<file path="src/design/epid_pkg.sv">
// Shared types, codes and constants of the two-motor encoder PID speed controller.
package epid_pkg;

	// stream and configuration port widths
	localparam int IN_TDATA_W  = 24;
	localparam int OUT_TDATA_W = 48;
	localparam int CFG_ADDR_W  = 3;
	localparam int CFG_DATA_W  = 16;

	// configuration register indexes
	localparam logic [CFG_ADDR_W-1:0] CFG_GAIN_P    = 3'd0;
	localparam logic [CFG_ADDR_W-1:0] CFG_GAIN_I    = 3'd1;
	localparam logic [CFG_ADDR_W-1:0] CFG_GAIN_D    = 3'd2;
	localparam logic [CFG_ADDR_W-1:0] CFG_DIVISOR   = 3'd3;
	localparam logic [CFG_ADDR_W-1:0] CFG_PERIOD    = 3'd4;

	// datapath operation codes
	localparam int OP_W = 4;
	localparam logic [OP_W-1:0] OP_NONE   = 4'd0;
	localparam logic [OP_W-1:0] OP_ACCEPT = 4'd1;
	localparam logic [OP_W-1:0] OP_MAG    = 4'd2;
	localparam logic [OP_W-1:0] OP_CMP    = 4'd3;
	localparam logic [OP_W-1:0] OP_DIV    = 4'd4;
	localparam logic [OP_W-1:0] OP_SPD    = 4'd5;
	localparam logic [OP_W-1:0] OP_ERR    = 4'd6;
	localparam logic [OP_W-1:0] OP_MI     = 4'd7;
	localparam logic [OP_W-1:0] OP_IA     = 4'd8;
	localparam logic [OP_W-1:0] OP_MP     = 4'd9;
	localparam logic [OP_W-1:0] OP_MG     = 4'd10;
	localparam logic [OP_W-1:0] OP_MD     = 4'd11;
	localparam logic [OP_W-1:0] OP_AD     = 4'd12;
	localparam logic [OP_W-1:0] OP_DRV    = 4'd13;
	localparam logic [OP_W-1:0] OP_CMD    = 4'd14;
	localparam logic [OP_W-1:0] OP_LOAD   = 4'd15;

	// count direction codes (two's complement +1, -1, 0)
	localparam logic [1:0] DIR_ZERO = 2'b00;
	localparam logic [1:0] DIR_POS  = 2'b01;
	localparam logic [1:0] DIR_NEG  = 2'b11;

	// arithmetic widths and constants
	localparam int MB       = 17;   // second multiplier operand
	localparam int ACC_W    = 24;   // Q16.8 state
	localparam int AW       = 34;   // drive sum before saturation
	localparam int ERR_W    = 9;
	localparam int DER_W    = 10;
	localparam int QUO_BITS = 8;
	localparam logic signed [MB-1:0]    SPEED_SCALE = 17'sd6000;
	localparam logic signed [7:0]       FAST_SPEED  = 8'sd15;
	localparam logic signed [ERR_W-1:0] ERR_FLOOR   = -9'sd10;
	localparam logic signed [16:0]      CMD_MAX     = 17'sd100;
	localparam logic [6:0]              SPD_MAX     = 7'd127;
	// 255/100 as 10445/4096, exact after flooring for magnitudes up to 100
	localparam logic [13:0]             DUTY_MUL    = 14'd10445;
	localparam int                      DUTY_SHIFT  = 12;

	typedef struct packed {
		logic [OP_W-1:0] op;
		logic            motor;
	} cmd_t;

	typedef struct packed {
		logic fire;
	} status_t;

endpackage

</file>
<file path="src/design/epid_ctrl.sv">
// Sequencer of the speed controller: handshakes and the per-motor step order.
module epid_ctrl (
	input  logic             clk,
	input  logic             arst_n,
	input  logic             s_valid,
	input  logic             s_kind,
	output logic             s_ready,
	output logic             m_valid,
	input  logic             m_ready,
	input  epid_pkg::status_t st,
	output epid_pkg::cmd_t    cmd
);
	import epid_pkg::*;

	localparam logic [3:0] ST_IDLE = 4'd0;
	localparam logic [3:0] ST_MAG  = 4'd1;
	localparam logic [3:0] ST_CMP  = 4'd2;
	localparam logic [3:0] ST_DIV  = 4'd3;
	localparam logic [3:0] ST_SPD  = 4'd4;
	localparam logic [3:0] ST_ERR  = 4'd5;
	localparam logic [3:0] ST_MI   = 4'd6;
	localparam logic [3:0] ST_IA   = 4'd7;
	localparam logic [3:0] ST_MP   = 4'd8;
	localparam logic [3:0] ST_MG   = 4'd9;
	localparam logic [3:0] ST_MD   = 4'd10;
	localparam logic [3:0] ST_AD   = 4'd11;
	localparam logic [3:0] ST_DRV  = 4'd12;
	localparam logic [3:0] ST_CMD  = 4'd13;
	localparam logic [3:0] ST_DONE = 4'd14;

	logic [3:0] state_q, state_nx;
	logic       motor_q;
	logic [2:0] bit_q;
	logic       m_valid_q;
	logic       load;

	assign s_ready   = (state_q == ST_IDLE);
	assign m_valid   = m_valid_q;
	assign load      = (state_q == ST_DONE) && (!m_valid_q || m_ready);

	always_comb begin
		state_nx  = state_q;
		cmd.op    = OP_NONE;
		cmd.motor = motor_q;
		case (state_q)
			ST_IDLE: begin
				if (s_valid) begin
					cmd.op   = OP_ACCEPT;
					state_nx = (s_kind && st.fire) ? ST_MAG : ST_DONE;
				end
			end
			ST_MAG: begin cmd.op = OP_MAG; state_nx = ST_CMP; end
			ST_CMP: begin cmd.op = OP_CMP; state_nx = ST_DIV; end
			ST_DIV: begin
				cmd.op = OP_DIV;
				if (bit_q == 3'(QUO_BITS - 1)) state_nx = ST_SPD;
			end
			ST_SPD: begin cmd.op = OP_SPD; state_nx = ST_ERR; end
			ST_ERR: begin cmd.op = OP_ERR; state_nx = ST_MI; end
			ST_MI:  begin cmd.op = OP_MI;  state_nx = ST_IA; end
			ST_IA:  begin cmd.op = OP_IA;  state_nx = ST_MP; end
			ST_MP:  begin cmd.op = OP_MP;  state_nx = ST_MG; end
			ST_MG:  begin cmd.op = OP_MG;  state_nx = ST_MD; end
			ST_MD:  begin cmd.op = OP_MD;  state_nx = ST_AD; end
			ST_AD:  begin cmd.op = OP_AD;  state_nx = ST_DRV; end
			ST_DRV: begin cmd.op = OP_DRV; state_nx = ST_CMD; end
			ST_CMD: begin
				cmd.op   = OP_CMD;
				state_nx = motor_q ? ST_DONE : ST_MAG;
			end
			ST_DONE: begin
				if (load) begin
					cmd.op   = OP_LOAD;
					state_nx = ST_IDLE;
				end
			end
			default: state_nx = ST_IDLE;
		endcase
	end

	always_ff @(posedge clk or negedge arst_n) begin
		if (!arst_n) begin
			state_q   <= ST_IDLE;
			motor_q   <= 1'b0;
			bit_q     <= '0;
			m_valid_q <= 1'b0;
		end else begin
			state_q <= state_nx;
			if (state_q == ST_DIV) bit_q <= bit_q + 3'd1;
			// second motor follows the first
			if (state_q == ST_CMD) motor_q <= ~motor_q;
			if (load) m_valid_q <= 1'b1;
			else if (m_ready) m_valid_q <= 1'b0;
		end
	end

	a_load_to_idle: assert property (@(posedge clk) disable iff (!arst_n)
		$rose(m_valid_q) |-> (state_q == ST_IDLE))
		else $error("result loaded outside the done step");
	a_bit_idle: assert property (@(posedge clk) disable iff (!arst_n)
		(state_q != ST_DIV) |-> (bit_q == 3'd0))
		else $error("divide step counter left running");
	a_motor_idle: assert property (@(posedge clk) disable iff (!arst_n)
		(state_q == ST_IDLE) |-> !motor_q)
		else $error("motor index not back to left at idle");
	a_fire_start: assert property (@(posedge clk) disable iff (!arst_n)
		(s_valid && s_ready && s_kind && st.fire) |=> (state_q == ST_MAG))
		else $error("update tick did not start the control step");

endmodule

</file>
<file path="src/design/epid_dp.sv">
// Datapath of the speed controller: encoder counters, shared multiplier, divider, PID state.
module epid_dp #(
	parameter int TICKS_PER_UPDATE = 4,
	parameter int COUNT_BITS       = 16
) (
	input  logic                                clk,
	input  logic                                arst_n,
	input  epid_pkg::cmd_t                      cmd,
	output epid_pkg::status_t                   st,
	input  logic [epid_pkg::IN_TDATA_W-1:0]     in_data,
	input  logic                                in_kind,
	input  logic                                cfg_we,
	input  logic [epid_pkg::CFG_ADDR_W-1:0]     cfg_addr,
	input  logic [epid_pkg::CFG_DATA_W-1:0]     cfg_wdata,
	output logic [epid_pkg::OUT_TDATA_W-1:0]    out_data,
	output logic                                out_updated
);
	import epid_pkg::*;

	localparam int CB   = COUNT_BITS;
	localparam int MAGW = CB + 12;
	localparam int MA   = (CB + 1 > ACC_W) ? CB + 1 : ACC_W;
	localparam int PW   = MA + MB;
	localparam int CW   = (MAGW > 23) ? MAGW : 23;
	localparam int TW   = (TICKS_PER_UPDATE > 1) ? $clog2(TICKS_PER_UPDATE) : 1;

	// configuration
	logic signed [15:0] gain_p_q, gain_i_q, gain_d_q;
	logic [15:0]        divisor_q, period_q;

	// per-motor state
	logic signed [CB-1:0]       count_q    [2];
	logic [1:0]                 dir_q      [2];
	logic [1:0]                 last_a_q;
	logic signed [7:0]          speed_q    [2];
	logic signed [ERR_W-1:0]    last_err_q [2];
	logic signed [ACC_W-1:0]    integ_q    [2];
	logic signed [ACC_W-1:0]    drive_q    [2];
	logic [7:0]                 fwd_q      [2];
	logic [7:0]                 rev_q      [2];
	logic [TW-1:0]              tick_q;

	// working registers
	logic signed [7:0]       tgt_q [2];
	logic                    upd_q;
	logic signed [PW-1:0]    mul_q;
	logic                    sgn_q;
	logic [CW-1:0]           rem_q, dsh_q;
	logic [QUO_BITS-1:0]     quo_q;
	logic                    ovf_q;
	logic signed [ERR_W-1:0] err_q;
	logic signed [AW-1:0]    acc_q;
	logic [OUT_TDATA_W-1:0]  out_data_q;
	logic                    out_upd_q;

	logic                    m;
	logic                    fire;
	logic                    rise    [2];
	logic signed [CB-1:0]    cnt_nx  [2];
	logic [1:0]              dir_nx  [2];

	assign m           = cmd.motor;
	assign fire        = (tick_q == TW'(TICKS_PER_UPDATE - 1));
	assign st.fire     = fire;
	assign out_data    = out_data_q;
	assign out_updated = out_upd_q;

	// edge counting, both motors side by side
	always_comb begin
		for (int i = 0; i < 2; i++) begin
			logic                 fast, up, bline;
			logic signed [CB:0]   sum;
			bline   = in_data[2*i+1];
			rise[i] = in_data[2*i] && !last_a_q[i];
			fast    = (speed_q[i] >= FAST_SPEED) || (speed_q[i] <= -FAST_SPEED);
			up      = fast ? 1'b1 : ((i == 0) ? bline : !bline);
			dir_nx[i] = (fast && speed_q[i][7]) ? DIR_NEG : DIR_POS;
			sum = {count_q[i][CB-1], count_q[i]} + (up ? (CB+1)'(1) : {(CB+1){1'b1}});
			// saturate at the signed count range
			if (sum[CB] != sum[CB-1])
				cnt_nx[i] = sum[CB] ? {1'b1, {(CB-1){1'b0}}} : {1'b0, {(CB-1){1'b1}}};
			else
				cnt_nx[i] = sum[CB-1:0];
		end
	end

	// shared multiplier operand select
	logic signed [MA-1:0]    mul_a;
	logic signed [MB-1:0]    mul_b;
	logic [CB-1:0]           cnt_mag;
	logic signed [DER_W-1:0] der;

	assign cnt_mag = count_q[m][CB-1] ? CB'(-count_q[m]) : count_q[m];
	assign der     = {err_q[ERR_W-1], err_q} - {last_err_q[m][ERR_W-1], last_err_q[m]};

	always_comb begin
		mul_a = '0;
		mul_b = '0;
		case (cmd.op)
			OP_MAG: begin
				mul_a = (dir_q[m] == DIR_ZERO) ? '0 : {{(MA-CB){1'b0}}, cnt_mag};
				mul_b = SPEED_SCALE;
			end
			OP_MI: begin
				mul_a = {{(MA-ERR_W){err_q[ERR_W-1]}}, err_q};
				mul_b = {1'b0, period_q};
			end
			OP_MP: begin
				mul_a = {{(MA-ERR_W){err_q[ERR_W-1]}}, err_q};
				mul_b = {gain_p_q[15], gain_p_q};
			end
			OP_MG: begin
				mul_a = {{(MA-ACC_W){integ_q[m][ACC_W-1]}}, integ_q[m]};
				mul_b = {gain_i_q[15], gain_i_q};
			end
			OP_MD: begin
				mul_a = {{(MA-DER_W){der[DER_W-1]}}, der};
				mul_b = {gain_d_q[15], gain_d_q};
			end
			default: begin
				mul_a = '0;
				mul_b = '0;
			end
		endcase
	end

	// divider setup and step
	logic [15:0]    div_eff;
	logic [CW-1:0]  div_top;
	logic [CW-1:0]  mag_ext;
	logic           ge;

	assign div_eff = (divisor_q == 16'd0) ? 16'd1 : divisor_q;
	assign div_top = CW'({div_eff, 7'b0});
	assign mag_ext = CW'(mul_q[MAGW-1:0]);
	assign ge      = (rem_q >= dsh_q);

	// speed, integral and drive results
	logic [6:0]               q7;
	logic signed [7:0]        spd_new;
	logic signed [26:0]       isum;
	logic signed [ACC_W-1:0]  integ_new;
	logic signed [ACC_W-1:0]  drive_new;
	logic signed [ERR_W-1:0]  err_new;

	assign q7      = ovf_q ? SPD_MAX : quo_q[6:0];
	assign spd_new = sgn_q ? -$signed({1'b0, q7}) : $signed({1'b0, q7});
	assign err_new = {tgt_q[m][7], tgt_q[m]} - {speed_q[m][7], speed_q[m]};
	assign isum    = {{3{integ_q[m][ACC_W-1]}}, integ_q[m]} + 27'(mul_q);

	always_comb begin
		if (isum[26:23] != {4{isum[26]}})
			integ_new = isum[26] ? {1'b1, {(ACC_W-1){1'b0}}} : {1'b0, {(ACC_W-1){1'b1}}};
		else
			integ_new = isum[ACC_W-1:0];
		if (err_q < ERR_FLOOR)
			drive_new = {{8{tgt_q[m][7]}}, tgt_q[m], 8'b0};
		else if (acc_q[AW-1:ACC_W-1] != {(AW-ACC_W+1){acc_q[AW-1]}})
			drive_new = acc_q[AW-1] ? {1'b1, {(ACC_W-1){1'b0}}} : {1'b0, {(ACC_W-1){1'b1}}};
		else
			drive_new = acc_q[ACC_W-1:0];
	end

	// command: truncate toward zero, clamp, scale to duty
	logic signed [16:0] cmd_int;
	logic signed [16:0] cmd_clp;
	logic [6:0]         cmd_mag;
	logic [20:0]        duty_prod;
	logic [7:0]         duty;
	logic               forward;

	always_comb begin
		cmd_int = {drive_q[m][ACC_W-1], drive_q[m][ACC_W-1:8]};
		if (drive_q[m][ACC_W-1] && (drive_q[m][7:0] != 8'd0)) cmd_int = cmd_int + 17'sd1;
		if (cmd_int > CMD_MAX) cmd_clp = CMD_MAX;
		else if (cmd_int < -CMD_MAX) cmd_clp = -CMD_MAX;
		else cmd_clp = cmd_int;
		cmd_mag   = cmd_clp[16] ? 7'(-cmd_clp) : cmd_clp[6:0];
		duty_prod = {14'd0, cmd_mag} * {7'd0, DUTY_MUL};
		duty      = duty_prod[DUTY_SHIFT+7:DUTY_SHIFT];
		forward   = !cmd_clp[16] && (cmd_clp != 17'sd0);
	end

	// configuration and controller state
	always_ff @(posedge clk or negedge arst_n) begin
		if (!arst_n) begin
			gain_p_q  <= 16'sd26;
			gain_i_q  <= '0;
			gain_d_q  <= '0;
			divisor_q <= 16'd1;
			period_q  <= 16'd256;
			last_a_q  <= '0;
			tick_q    <= '0;
			for (int i = 0; i < 2; i++) begin
				count_q[i]    <= '0;
				dir_q[i]      <= DIR_ZERO;
				speed_q[i]    <= '0;
				last_err_q[i] <= '0;
				integ_q[i]    <= '0;
				drive_q[i]    <= '0;
				fwd_q[i]      <= '0;
				rev_q[i]      <= '0;
			end
		end else begin
			if (cfg_we) begin
				case (cfg_addr)
					CFG_GAIN_P:  gain_p_q  <= cfg_wdata;
					CFG_GAIN_I:  gain_i_q  <= cfg_wdata;
					CFG_GAIN_D:  gain_d_q  <= cfg_wdata;
					CFG_DIVISOR: divisor_q <= cfg_wdata;
					CFG_PERIOD:  period_q  <= cfg_wdata;
					default: ;
				endcase
			end
			case (cmd.op)
				OP_ACCEPT: begin
					if (!in_kind) begin
						for (int i = 0; i < 2; i++) begin
							if (rise[i]) begin
								count_q[i] <= cnt_nx[i];
								dir_q[i]   <= dir_nx[i];
							end
							last_a_q[i] <= in_data[2*i];
						end
					end else begin
						tick_q <= fire ? '0 : tick_q + TW'(1);
					end
				end
				OP_SPD: begin
					speed_q[m] <= spd_new;
					count_q[m] <= '0;
				end
				OP_IA:  integ_q[m] <= integ_new;
				OP_DRV: begin
					drive_q[m]    <= drive_new;
					last_err_q[m] <= err_q;
				end
				OP_CMD: begin
					fwd_q[m] <= forward ? duty : 8'd0;
					rev_q[m] <= forward ? 8'd0 : duty;
				end
				default: ;
			endcase
		end
	end

	// working registers
	always_ff @(posedge clk) begin
		case (cmd.op)
			OP_ACCEPT: begin
				tgt_q[0] <= in_data[11:4];
				tgt_q[1] <= in_data[19:12];
				upd_q    <= in_kind && fire;
			end
			OP_MAG: begin
				mul_q <= mul_a * mul_b;
				sgn_q <= (dir_q[m] == DIR_NEG) ^ count_q[m][CB-1];
			end
			OP_CMP: begin
				rem_q <= mag_ext;
				dsh_q <= div_top;
				ovf_q <= (mag_ext >= div_top);
				quo_q <= '0;
			end
			OP_DIV: begin
				if (ge) rem_q <= rem_q - dsh_q;
				quo_q <= {quo_q[QUO_BITS-2:0], ge};
				dsh_q <= dsh_q >> 1;
			end
			OP_ERR: err_q <= err_new;
			OP_MI:  mul_q <= mul_a * mul_b;
			OP_MP: begin
				mul_q <= mul_a * mul_b;
				acc_q <= {{(AW-ACC_W){drive_q[m][ACC_W-1]}}, drive_q[m]};
			end
			OP_MG: begin
				mul_q <= mul_a * mul_b;
				acc_q <= acc_q + AW'(mul_q);
			end
			OP_MD: begin
				mul_q <= mul_a * mul_b;
				// floor of the integral term over 256
				acc_q <= acc_q + AW'(mul_q >>> 8);
			end
			OP_AD: acc_q <= acc_q + AW'(mul_q);
			OP_LOAD: begin
				out_data_q <= {speed_q[1], speed_q[0], fwd_q[1], rev_q[1], rev_q[0], fwd_q[0]};
				out_upd_q  <= upd_q;
			end
			default: ;
		endcase
	end

	a_speed_range: assert property (@(posedge clk) disable iff (!arst_n)
		(speed_q[0] != -8'sd128) && (speed_q[1] != -8'sd128))
		else $error("measured speed left the +-127 range");
	a_tick_range: assert property (@(posedge clk) disable iff (!arst_n)
		tick_q <= TW'(TICKS_PER_UPDATE - 1))
		else $error("tick divider passed the update count");
	a_count_clear: assert property (@(posedge clk) disable iff (!arst_n)
		(cmd.op == OP_SPD) |=> (count_q[$past(m)] == '0))
		else $error("edge count not cleared by the speed step");

endmodule

</file>
<file path="src/design/encoder_pid_motor_speed_control.sv">
// Top level of the two-motor encoder PID speed controller.
//
// Input stream s_axis: each transfer is a pin sample (tuser = 0) that counts
// rising edges on each motor's A line, or a timer tick (tuser = 1). Every
// TICKS_PER_UPDATE ticks both motors run a control step: count to speed
// through the shared multiplier and an 8-step restoring divider, then the
// saturating Q16.8 PID update and the PWM duty mapping.
// Output stream m_axis: one transfer per input item, carrying the held duties
// and measured speeds, with tuser = 1 when that item ran the control step.
// Configuration: cfg_we writes cfg_wdata to register cfg_addr (gain_p,
// gain_i, gain_d, speed_divisor, integral_period); write only while idle.
// Sequence: a pin sample or a non-updating tick goes from the accept step straight
// to the done step; an updating tick first runs the step sequence for each motor,
// left then right, with sequential divide steps and one shared multiplier.
// The input side is ready again once the result sits in the output register,
// so one item may wait upstream of a stalled receiver; a stall holds the
// block in its done step until the result register frees up.
// Reset clears all counts, speeds, PID state and duties and restores the
// register defaults; no result is pending after reset.
module encoder_pid_motor_speed_control #(
	parameter int TICKS_PER_UPDATE = 4,
	parameter int COUNT_BITS       = 16
) (
	input  logic                                clk,
	input  logic                                arst_n,
	input  logic                                s_axis_tvalid,
	output logic                                s_axis_tready,
	// left_enc_a, left_enc_b, right_enc_a, right_enc_b, target_left[7:0],
	// target_right[7:0], zero pad
	input  logic [epid_pkg::IN_TDATA_W-1:0]     s_axis_tdata,
	// kind
	input  logic [0:0]                          s_axis_tuser,
	output logic                                m_axis_tvalid,
	input  logic                                m_axis_tready,
	// left_pwm_a, left_pwm_b, right_pwm_a, right_pwm_b, left_speed, right_speed
	output logic [epid_pkg::OUT_TDATA_W-1:0]    m_axis_tdata,
	// updated
	output logic [0:0]                          m_axis_tuser,
	input  logic                                cfg_we,
	input  logic [epid_pkg::CFG_ADDR_W-1:0]     cfg_addr,
	input  logic [epid_pkg::CFG_DATA_W-1:0]     cfg_wdata
);
	import epid_pkg::*;

	cmd_t    cmd;
	status_t st;
	logic    updated;

	assign m_axis_tuser = updated;

	epid_ctrl u_ctrl (
		.clk     (clk),
		.arst_n  (arst_n),
		.s_valid (s_axis_tvalid),
		.s_kind  (s_axis_tuser[0]),
		.s_ready (s_axis_tready),
		.m_valid (m_axis_tvalid),
		.m_ready (m_axis_tready),
		.st      (st),
		.cmd     (cmd)
	);

	epid_dp #(
		.TICKS_PER_UPDATE (TICKS_PER_UPDATE),
		.COUNT_BITS       (COUNT_BITS)
	) u_dp (
		.clk         (clk),
		.arst_n      (arst_n),
		.cmd         (cmd),
		.st          (st),
		.in_data     (s_axis_tdata),
		.in_kind     (s_axis_tuser[0]),
		.cfg_we      (cfg_we),
		.cfg_addr    (cfg_addr),
		.cfg_wdata   (cfg_wdata),
		.out_data    (m_axis_tdata),
		.out_updated (updated)
	);

endmodule

</file>
<file path="config.mk">
export PLATFORM = sky130hd
export DESIGN_NAME = encoder_pid_motor_speed_control
export DESIGN_NICKNAME = d
export VERILOG_FILES = /design/src/design/epid_pkg.sv /design/src/design/epid_ctrl.sv /design/src/design/epid_dp.sv /design/src/design/encoder_pid_motor_speed_control.sv
export SDC_FILE = /design/constraint.sdc
export NUM_CORES = 2
export LEC_CHECK = 0
export BUFFER_PORTS_ARGS = -buffer_cell sky130_fd_sc_hd__buf_2
export CAP_MARGIN = 10
export CORE_AREA = 2 2 316 318
export CTS_BUF_LIST = sky130_fd_sc_hd__clkbuf_8
export CTS_CLUSTER_SIZE = 24
export DETAILED_ROUTE_END_ITERATION = 12
export DIE_AREA = 0 0 318 320
export GPL_TIMING_DRIVEN = 0
export MAX_ROUTING_LAYER = met4
export SLEW_MARGIN = 5
export SYNTH_ARGS = -nofsm -noshare
export SYNTH_HDL_FRONTEND = slang
export SYNTH_HIERARCHICAL = 1
export SYNTH_SLANG_ARGS = --single-unit
</file>
<file path="constraint.sdc">
create_clock -name clk -period 11.85 [get_ports clk]
set_input_delay 2.37 -clock clk [delete_from_list [all_inputs] [get_ports clk]]
set_output_delay 2.37 -clock clk [all_outputs]
set_load 0.005 [all_outputs]
</file>
==> metrics.md <==
| Metric | Value |
|---|---|
| Slew Limit Headroom | 0.307 |
| Clk slew on worst S/H paths | 0.07 ns |
| Slew @ Worst Pin | 1.04 ns |
| Seq cells post-synth | 501 |
| Syn Std Cell Area | 0.0440 mm^2 |
| Initial DRC Count | 3026 |
| Htree depth | 3 |
| DRC Markers | 0 |
| Clk_skew | 0.0745 ns |
| I/O Buffers | 95 |
| Root buffer cell | clkbuf_8 |
| Critical Path RT | 12.25 ns |
| Post-synth top flop | dfrtp_1 |
| Dpl hpwl | 102 mm |
| Hold buffer count at CTS | 0 |
| CTS tree | yes |
| Synth cell types | 92 |
| Grt peak-use layer | met2 |
| Crit start category | primary input |
| Ports | 100 |
| Worst skew pair latency | 0.75 ns |
| Vias in the first global route | 34300 |
| Worst hold path class | flip-flop to flip-flop |
| Via count | 34000 |
| Row cnt | 115 |
| Tmin final | 11.41 ns |
| Outcome | completed |
| Async set-reset flop share out of synthesis | 0.581 |
| Die area | 0.102 mm^2 |
| Critical Path AT | 11.82 ns |
| First-pass GRT wire length | 202 mm |
| Max-slew violations | 0 |
| Commonest cells post-synth | nand2_1 (531), inv_1 (519), nor2_1 (439), fa_1 (418), ha_1 (305) |
| Total grt overflow | 0 |
| Nets | 5500 |
| GR Layer Usage met2 | 0.417 |
| Avg Inst Size Synth | 9.72 um^2 |
| GRT met1 Usage | 0.353 |
| Wire per inst | 21.1 um |
| RSZ-0062 raised after global routing | false |
| Share of cells above drive strength 1 | 0.121 |
| FILL cells | 9177 |
| Final period utilization | 0.963 |
| Number of synthesized flops with an enable pin | 210 |
| CORE AREA | 0.0980 mm^2 |
| Worst path bufs/invs | 9 |
| DP Worst Slack | -2.57 ns |
| Reg2reg start | u_ctrl/motor_q |
| Slowest-stage cell, CP | fa_1 |
| Maximum fanout along the worst path | 10 |
| Mapped Cells | 4526 |
| Final setup viols | 0 |
| Worst Slack Setup Final | 0.436 ns |
| Synth area leaders | fa_1 (19%), dfrtp_1 (16%), edfxtp_1 (14%) |
| Hold slack | 0.421 ns |
| DRT Wirelength | 129 mm |
| Worst Hold Path EP | u_dp/out_updated |
| Cells on worst reg2reg path | 45 |
| Worst Setup SP | m_axis_tready |
| Largest net degree at the start of global routing | 90 |
| Clock tree buffer depth | 3 |
| Post-layout instance area | 0.0488 mm^2 |
| Hold path depth | 0 |
| Endpoints failing hold | 0 |
| Crit end category | flip-flop |
| Placed Area | 0.0465 mm^2 |
| Die width | 318 um |
| Worst Hold Launch | u_dp/upd_q |
| Sequential element share of the synthesized area | 0.309 |
| Synth warnings | 6 |
| Fmax | 87.6 MHz |
| Total of max-cap violations | 0 |
| Initial core utilization | 0.449 |
| Synthesis-to-layout area growth | 10.8% |
| CP top delay family | adder cells |
| Most numerous cell in the Yosys netlist | nand2_1 |
| Die H | 320 um |
| Mapped Nets | 5298 |
| CTS Sinks | 501 |
| Critical R2R Capture | u_dp/mul_q[39] |
| Initial antenna violation count | 3 |
| Synth area leader | fa_1 |
| Worst reg2reg setup slack | 0.86 ns |
| Num CTS Buffers | 88 |
| All-Layer GR Usage | 0.263 |
| Routed Antenna Nets | 0 |
| Crit-path max cell delay | 0.56 ns |
| Initial DRT Pass Iterations | 6 |
| Vias per inst | 5.59 |
| Most used cell, CP | fa_1 |
| Gpl congestion | 0.976 |
| Setup Crit Path Kind | primary input to flip-flop |
| M3 GR Usage | 0.0357 |
| Yosys top cell area share | 0.190 |
[state kept, by name, indices dropped and copies added, names as in the netlist, 7 cells and up]
register / count
u_dp/drive_q: 48
u_dp/integ_q: 48
u_dp/out_data: 48
u_dp/mul_q: 41
u_dp/acc_q: 34
u_dp/count_q: 32
u_dp/rem_q: 28
u_dp/dsh_q: 23
u_dp/last_err_q: 18
u_dp/divisor_q: 16
u_dp/fwd_q: 16
u_dp/gain_d_q: 16
u_dp/gain_i_q: 16
u_dp/gain_p_q: 16
u_dp/period_q: 16
u_dp/rev_q: 16
u_dp/speed_q: 16
u_dp/tgt_q: 16
u_dp/err_q: 9
u_dp/quo_q: 7
[layout make-up]
type	instances	area [um^2]	area share
inverters	519	1950	0.0399
well taps	1287	1610	0.0330
repair buffers	124	835	0.0171
plain buffers	155	727	0.0149
diodes	2	5.00	0.000103
multi-input cells	3339	28200	0.578
flip-flops and latches	501	13600	0.279
clock inverters	58	409	0.00839
clock buffers	107	1470	0.0302
[stage by stage]
step	cells	setup TNS, ns	utilization
global placement	5908	-65.93	0.470
CTS	6093	0	0.496
global route	6092	0	0.498
finish	6092	0	0.498
detailed placement	5931	-40.92	0.475
floorplan	4526	0	-
[placed cells by master (no fill, tap or decap), drive strengths merged, types with 36 or more instances in the layout]
cell	n
buf	152
inv	559
xnor2	121
a21o	86
xor2	54
clkbuf	234
mux2i	68
nand2	531
dfrtp	286
nor2b	36
edfxtp	210
nand2b	49
ha	305
nor2	439
nand3	56
nor3	63
a21oi	177
mux2	169
fa	418
o21ai	286
[metal layers]
layer,wire length (um),part of all wire,vias up
li1,-,-,15700
met4,4310,0.034,0
met1,57100,0.44,16900
met5,0,0,-
met2,59400,0.46,1124
met3,7900,0.061,231
[worst max path at each step]
stage	to	cells after the start
final	u_dp/mul_q[40]	36
after CTS	u_dp/mul_q[39]	48
after floorplan	u_dp/mul_q[39]	48
after global routing	u_dp/mul_q[40]	36
after detailed placement	u_dp/mul_q[39]	49
after global placement	u_dp/mul_q[40]	50
[logic make-up after synthesis]
| logic type | count (synthesis) | synth area share |
|---|---|---|
| xor gates and xnor gates | 175 | 0.0348 |
| adders and majority gates | 724 | 0.277 |
| DFF | 501 | 0.309 |
| buffers and inverters | 686 | 0.0599 |
| muxes | 237 | 0.0589 |
| and+or+nand+nor | 1357 | 0.137 |
| AOI/OAI and AO/OA | 846 | 0.123 |
[timing repair]
action,CTS,global route
endpoints found under the setup margin,29,14
cloned,0,0
gates resized for setup,62,59
pin swaps,0,2
buffers inserted,3,2
Power is not shown: default switching activity piles up to over one toggle a cycle in this logic, so the estimate is an artifact.
